## src/mme_pkg.sv

```systemverilog
package mme_pkg;

  localparam int DATA_W  = 32;
  localparam int PROD_W  = 2 * DATA_W;
  localparam int CFG_IDX_W = 2;

  localparam logic [CFG_IDX_W-1:0] REG_EXPONENT = CFG_IDX_W'(0);
  localparam logic [CFG_IDX_W-1:0] REG_MODULUS  = CFG_IDX_W'(1);

  localparam logic [DATA_W-1:0] RESET_EXPONENT = 32'd6111579;
  localparam logic [DATA_W-1:0] RESET_MODULUS  = 32'd9173503;

  typedef logic [DATA_W-1:0] word_t;

  // request to the shared multiply-reduce unit
  typedef struct packed {
    logic  start;
    word_t op_a;
    word_t op_b;
  } mme_req_t;

  // response from the shared multiply-reduce unit
  typedef struct packed {
    logic  done;
    word_t result;
  } mme_rsp_t;

endpackage

```

## src/mme_mulred.sv

```systemverilog
module mme_mulred
  import mme_pkg::*;
(
  input  logic     clk,
  input  logic     rst_n,
  input  mme_req_t req,
  input  word_t    modulus,
  output mme_rsp_t rsp
);

  localparam int CNT_W = $clog2(PROD_W);

  logic              busy_r, busy_nxt;
  logic              done_r, done_nxt;
  logic [CNT_W-1:0]  cnt_r, cnt_nxt;
  logic [PROD_W-1:0] prod_r, prod_nxt;
  word_t             rem_r, rem_nxt;

  logic [DATA_W:0]   trial;
  logic [DATA_W:0]   diff;
  word_t             rem_step;

  // restoring remainder: one product bit enters per cycle
  always_comb begin
    trial    = {rem_r, prod_r[PROD_W-1]};
    diff     = trial - {1'b0, modulus};
    rem_step = diff[DATA_W] ? trial[DATA_W-1:0] : diff[DATA_W-1:0];
  end

  always_comb begin
    busy_nxt = busy_r;
    done_nxt = 1'b0;
    cnt_nxt  = cnt_r;
    prod_nxt = prod_r;
    rem_nxt  = rem_r;
    if (req.start) begin
      busy_nxt = 1'b1;
      cnt_nxt  = CNT_W'(PROD_W - 1);
      prod_nxt = PROD_W'(req.op_a) * PROD_W'(req.op_b);
      rem_nxt  = '0;
    end else if (busy_r) begin
      prod_nxt = {prod_r[PROD_W-2:0], 1'b0};
      rem_nxt  = rem_step;
      cnt_nxt  = cnt_r - CNT_W'(1);
      if (cnt_r == '0) begin
        busy_nxt = 1'b0;
        done_nxt = 1'b1;
      end
    end
  end

  always_ff @(posedge clk) begin
    if (!rst_n) begin
      busy_r <= 1'b0;
      done_r <= 1'b0;
    end else begin
      busy_r <= busy_nxt;
      done_r <= done_nxt;
    end
  end

  always_ff @(posedge clk) begin
    cnt_r  <= cnt_nxt;
    prod_r <= prod_nxt;
    rem_r  <= rem_nxt;
  end

  assign rsp.done   = done_r;
  assign rsp.result = rem_r;

endmodule

```

## src/modular_exponentiation_32_unit.sv

```systemverilog
// modular exponentiation, 32 bits: out = base ^ exponent mod modulus
// in_* carries one base per item, out_* one power per item, in order.
// cfg_* writes the exponent (index 0) or the modulus (index 1, zero is
// stored as one); other indexes are ignored. write only while idle.
// each item runs on one shared multiply-reduce unit: a 32x32 multiply
// and then a 64-step restoring remainder per operation. an item costs
// one reduction of the base, a scan that skips the exponent's leading
// zeros, then one square per scanned bit and one more multiply per set
// bit. in_tready is high only while no item is in progress.
// the finished result sits in an output register; the next item may be
// taken while it waits, and a second result waits in the sequencer
// until out_tready frees the register. reset empties both channels,
// holds both readies low and loads exponent 6111579 and modulus 9173503.
module modular_exponentiation_32_unit
  import mme_pkg::*;
(
  input  logic                 clk,
  input  logic                 rst_n,
  input  logic                 in_tvalid,
  output logic                 in_tready,
  input  logic [DATA_W-1:0]    in_tdata,   // [31:0] base
  output logic                 out_tvalid,
  input  logic                 out_tready,
  output logic [DATA_W-1:0]    out_tdata,  // [31:0] power
  input  logic                 cfg_valid,
  output logic                 cfg_ready,
  input  logic [CFG_IDX_W-1:0] cfg_index,
  input  logic [DATA_W-1:0]    cfg_data
);

  localparam int BIT_W = $clog2(DATA_W);

  localparam logic [2:0] S_IDLE = 3'd0;
  localparam logic [2:0] S_RED  = 3'd1;
  localparam logic [2:0] S_SCAN = 3'd2;
  localparam logic [2:0] S_SQ   = 3'd3;
  localparam logic [2:0] S_MUL  = 3'd4;
  localparam logic [2:0] S_DONE = 3'd5;

  logic [2:0]       state_r, state_nxt;
  word_t            exp_r, exp_nxt;
  word_t            mod_r, mod_nxt;
  word_t            base_r, base_nxt;
  word_t            acc_r, acc_nxt;
  word_t            shift_r, shift_nxt;
  logic [BIT_W-1:0] bit_r, bit_nxt;
  logic             start_r, start_nxt;
  word_t            op_a_r, op_a_nxt;
  word_t            op_b_r, op_b_nxt;
  logic             out_valid_r, out_valid_nxt;
  word_t            out_data_r, out_data_nxt;

  mme_req_t req;
  mme_rsp_t rsp;

  assign req.start = start_r;
  assign req.op_a  = op_a_r;
  assign req.op_b  = op_b_r;

  mme_mulred u_mulred (
    .clk     (clk),
    .rst_n   (rst_n),
    .req     (req),
    .modulus (mod_r),
    .rsp     (rsp)
  );

  assign in_tready  = rst_n && (state_r == S_IDLE);
  assign cfg_ready  = rst_n;
  assign out_tvalid = out_valid_r;
  assign out_tdata  = out_data_r;

  always_comb begin
    state_nxt     = state_r;
    exp_nxt       = exp_r;
    mod_nxt       = mod_r;
    base_nxt      = base_r;
    acc_nxt       = acc_r;
    shift_nxt     = shift_r;
    bit_nxt       = bit_r;
    start_nxt     = 1'b0;
    op_a_nxt      = op_a_r;
    op_b_nxt      = op_b_r;
    out_valid_nxt = out_valid_r;
    out_data_nxt  = out_data_r;

    if (out_valid_r && out_tready) begin
      out_valid_nxt = 1'b0;
    end

    if (cfg_valid) begin
      unique case (cfg_index)
        REG_EXPONENT: exp_nxt = cfg_data;
        REG_MODULUS:  mod_nxt = (cfg_data == '0) ? DATA_W'(1) : cfg_data;
        default: ;
      endcase
    end

    unique case (state_r)
      S_IDLE: begin
        if (in_tvalid) begin
          // base mod m is computed as base * 1 mod m
          op_a_nxt  = in_tdata;
          op_b_nxt  = DATA_W'(1);
          start_nxt = 1'b1;
          shift_nxt = exp_r;
          bit_nxt   = BIT_W'(DATA_W - 1);
          state_nxt = S_RED;
        end
      end
      S_RED: begin
        if (rsp.done) begin
          base_nxt  = rsp.result;
          acc_nxt   = DATA_W'(1);
          state_nxt = S_SCAN;
        end
      end
      S_SCAN: begin
        // skip leading zeros, stop at bit 0 for a zero exponent
        if (bit_r != '0 && !shift_r[DATA_W-1]) begin
          shift_nxt = {shift_r[DATA_W-2:0], 1'b0};
          bit_nxt   = bit_r - BIT_W'(1);
        end else begin
          op_a_nxt  = acc_r;
          op_b_nxt  = acc_r;
          start_nxt = 1'b1;
          state_nxt = S_SQ;
        end
      end
      S_SQ, S_MUL: begin
        if (rsp.done) begin
          acc_nxt = rsp.result;
          if (state_r == S_SQ && shift_r[DATA_W-1]) begin
            op_a_nxt  = rsp.result;
            op_b_nxt  = base_r;
            start_nxt = 1'b1;
            state_nxt = S_MUL;
          end else if (bit_r == '0) begin
            state_nxt = S_DONE;
          end else begin
            shift_nxt = {shift_r[DATA_W-2:0], 1'b0};
            bit_nxt   = bit_r - BIT_W'(1);
            op_a_nxt  = rsp.result;
            op_b_nxt  = rsp.result;
            start_nxt = 1'b1;
            state_nxt = S_SQ;
          end
        end
      end
      S_DONE: begin
        if (!out_valid_r || out_tready) begin
          out_valid_nxt = 1'b1;
          out_data_nxt  = acc_r;
          state_nxt     = S_IDLE;
        end
      end
      default: state_nxt = S_IDLE;
    endcase
  end

  always_ff @(posedge clk) begin
    if (!rst_n) begin
      state_r     <= S_IDLE;
      exp_r       <= RESET_EXPONENT;
      mod_r       <= RESET_MODULUS;
      start_r     <= 1'b0;
      out_valid_r <= 1'b0;
    end else begin
      state_r     <= state_nxt;
      exp_r       <= exp_nxt;
      mod_r       <= mod_nxt;
      start_r     <= start_nxt;
      out_valid_r <= out_valid_nxt;
    end
  end

  always_ff @(posedge clk) begin
    base_r     <= base_nxt;
    acc_r      <= acc_nxt;
    shift_r    <= shift_nxt;
    bit_r      <= bit_nxt;
    op_a_r     <= op_a_nxt;
    op_b_r     <= op_b_nxt;
    out_data_r <= out_data_nxt;
  end

endmodule

```

## config.mk

```make
export PLATFORM = sky130hd
export DESIGN_NAME = modular_exponentiation_32_unit
export DESIGN_NICKNAME = d
export VERILOG_FILES = /design/src/mme_pkg.sv /design/src/mme_mulred.sv /design/src/modular_exponentiation_32_unit.sv
export SDC_FILE = /design/constraint.sdc
export NUM_CORES = 2
export LEC_CHECK = 0
export BUFFER_PORTS_ARGS = -buffer_cell sky130_fd_sc_hd__buf_2
export CORE_MARGIN = 3
export CORE_UTILIZATION = 28
export DETAILED_ROUTE_END_ITERATION = 7
export PLACE_DENSITY = 0.54
export SETUP_SLACK_MARGIN = 0.1
export SYNTH_ARGS = -nofsm -noshare
export SYNTH_HDL_FRONTEND = slang
export SYNTH_SLANG_ARGS = --single-unit
```

## constraint.sdc

```tcl
create_clock -name clk -period 6.9 [get_ports clk]
set_input_delay 0.345 -clock clk [delete_from_list [all_inputs] [get_ports clk]]
set_output_delay 0.345 -clock clk [all_outputs]
set_load 0.02 [all_outputs]
```

==> reports/summary.txt <==
via count of the first global-routing pass - 38500
Crit path max-delay family - adder cells
data arrival time of the critical path - 8.27 ns
Yosys reg bits - 370
core outline area - 175000 µm²
aggregate negative setup slack - -24.96 ns
critical path start-end classification - flop to flop
flip-flop cell with the highest count after synthesis - sky130_fd_sc_hd__edfxtp_1
nets@finish - 6753
R2R Path Start - op_a_r[17]$_DFFE_PP_
IO Count - 106
final worst hold slack - 0.0352 ns
achievable clock frequency - 126 MHz
proportion of layout cells with a drive suffix above 1 - 0.179
overall track demand over capacity in global routing - 0.163
first drt pass iteration count - 7
Hold WC Path Type - input pin to flop
sequential element share of the synthesized area - 0.202
PnR worst setup slack - -1.02 ns
number of different library cells in the post-synthesis netlist - 73
Mapped Nets - 6374
hold path start - cfg_data[1]
worst setup slack for register-to-register paths - -1.02 ns
number of remaining DRC errors - 0
number of H-tree levels - 2
cells on worst reg2reg path - 24
count of maximum capacitance violations - 0
Max Root-Sink Buffers - 3
Site Rows - 153
area growth from synthesis to final layout - 20.3%
via/cell ratio - 4.60
Least-Margin Pin Slew - 0.982 ns
commonest cells after routing, fill and taps aside - sky130_fd_sc_hd__inv_1, sky130_fd_sc_hd__fa_1, sky130_fd_sc_hd__nand2_1
Detailed Route WL - 147 mm
buffers and inverters on the worst path - 4
Syn Inst Count - 5108
EDFF count, synth - 261
unrepaired setup endpoints after global routing - true
initial antenna violation count - 19
run status - finished with violations
overall via count from detail_route - 36100
highest fanout seen on the critical path - 8
Final Hold Viols - 0
1st-iter DRT viols - 2004
total stage count of the critical path - 24
clock sink count - 370
end of the worst register-to-register path - u_mulred.prod_r[61]$_DFFE_PP_
wire length of the first global-routing pass - 229 mm
setup skew after layout - 0.0513 ns
Final Max Tran Viols - 0
starting density of the core - 0.283
placed wire-length estimate after detailed placement - 123 mm
async set-reset flop share out of synthesis - 0
Yosys warning total - 0
clock tree from TritonCTS - built
clock latency reported for the late side of the worst-skew pair - 0.62 ns
detailed-route wire length per cell - 18.7 µm
leading cell type in the layout, fill and taps excluded - sky130_fd_sc_hd__inv_1
cells along the critical path - buf_12 > buf_12 > and2_1 > fa_1 > inv_1 > fa_2 > fa_1 > fa_1 > inv_1 > fa_1 > fa_2 > fa_1 > fa_2 > ha_4 > a21o_1 > o21bai_2 > a22o_1 > or4_4 > o2111ai_4 > o2111a_1 > nor2_4 > a21oi_2 > xnor2_1 > mux2_4
violated checks - negative setup slack
grt total ovfl - 0
Crit path top cell by count - sky130_fd_sc_hd__fa_1
sort of element at the end of the critical path - flop
Critical Path Start Type - flop
Clk pin slew, worst setup/hold paths - 0.06 ns
pin count of the biggest net entering global routing - 82
source of the critical timing path - op_a_r[17]$_DFFE_PP_
Avg Synthesized Cell Area - 9.70 µm²
antenna-violating nets left - 0
TritonCTS Buffers - 45
endpoint of the worst setup timing path - u_mulred.prod_r[61]$_DFFE_PP_
I/O Buffers - 105
height of the die - 427 µm
Critical Path Slowest Stage Cell - sky130_fd_sc_hd__fa_2
Die X-Extent - 427 µm
data required time at the worst endpoint - 7.25 ns
weighted congestion reported at the end of routability-driven placement - 0.888
setup violators final - 42
Mapped Area - 49500 µm²
portion of the clock cycle consumed by the worst path in the final layout - 1.15
delay of the slowest cell on the worst path - 0.54 ns
clock root buffer master - sky130_fd_sc_hd__clkbuf_16
Die Footprint - 182000 µm²
minimum clock period after layout - 7.92 ns
Slew Limit Headroom - 0.345
through the flow:
stage	util	setup WS [ns]	cell area (µm²)	instances
global placement	0.322	-1.20	56300	7703
global route	0.341	-1.25	59600	7848
CTS	0.338	-1.06	59200	7843
detailed placement	0.322	-1.22	56300	7703
floorplan	-	-0.501	49900	5108
finish	0.341	-1.02	59600	7852
per-layer routing:
metal	wire (µm)	part of all wire	global-route usage	vias to the layer above
li1	-	-	-	16600
met1	63700	0.44	0.218	18500
met2	68500	0.47	0.265	859
met3	10700	0.073	0.0376	171
met4	3550	0.024	0.0398	4
met5	27	0.00018	0	-
cell families after synthesis:
kind of cell / Yosys count / share of synthesized area
AND/OR/NAND/NOR: 1689 / 0.169
adder cells (fa/ha/maj): 1195 / 0.438
buffers and inverters: 1188 / 0.0905
AO/OA/AOI/OAI: 516 / 0.0708
flip-flops: 370 / 0.202
XOR/XNOR: 93 / 0.0168
multiplexers: 57 / 0.0128
worst min path at each step:
stage | endpoint | slack [ns] | cells past startpoint
finish | exp_r[1]$_SDFFE_PN1P_ | 0.04 | 3
global route | mod_r[24]$_SDFFE_PN0P_ | 0.02 | 3
CTS | mod_r[15]$_SDFFE_PN1P_ | 0.002 | 3
detailed placement | exp_r[13]$_SDFFE_PN0P_ | 0.45 | 2
global placement | exp_r[13]$_SDFFE_PN0P_ | 0.44 | 2
floorplan | out_tdata[0]$_DFFE_PP_ | 0.43 | 0
final cells by class:
type,instances,area (µm²)
clock buffer,61,1270
tap,2325,2910
fill,17700,115000
antenna,4,10.0
inverter,895,3360
timing repair buffer,625,5480
multi-input combinational,3550,36300
clock inverter,22,183
sequential,370,10000
cells in the mapped netlist, drive strengths merged, types with 15 or more instances:
master    n  area share
fa      897        0.36
and3     19      0.0024
ha      298       0.075
nor3     23      0.0023
xnor2    61       0.011
a21oi   167       0.017
o21ai    72      0.0073
a31oi    17      0.0021
nor2    116      0.0088
buf      15      0.0016
clkbuf  278       0.021
o21bai   16      0.0027
mux2     50       0.011
xor2     32      0.0057
o211ai   29      0.0044
and2    629       0.079
nor2b    41      0.0052
nand4    21      0.0027
a21o     55      0.0083
a221o    64       0.013
nand2   743       0.056
edfxtp  261        0.16
dfxtp   109       0.044
nand3    40      0.0040
a211oi   33      0.0052
inv     893       0.068
tightest hold or removal path, stage by stage:
cell and delay [ns]:
sky130_fd_sc_hd__buf_2 0.10, sky130_fd_sc_hd__nand2_1 0.05, sky130_fd_sc_hd__nand3_1 0.07
flip-flops by register name, indices dropped and copies added (netlist names), 3 cells and up:
signal	cells
mod_r	32
base_r	32
out_tdata	32
u_mulred.prod_r	64
u_mulred.rem_r	32
op_a_r	32
shift_r	32
op_b_r	32
bit_r	5
u_mulred.cnt_r	6
exp_r	32
acc_r	32
state_r	3
repair_timing:
action	in CTS	in global routing
gates resized for setup	191	93
endpoints found under the setup margin	46	47
pin swaps	115	86
hold buffers	11	0
buffers inserted	46	11
endpoints found under the hold margin	12	0
Power is not shown: default switching activity piles up to over one toggle a cycle in this logic, so the estimate is an artifact.
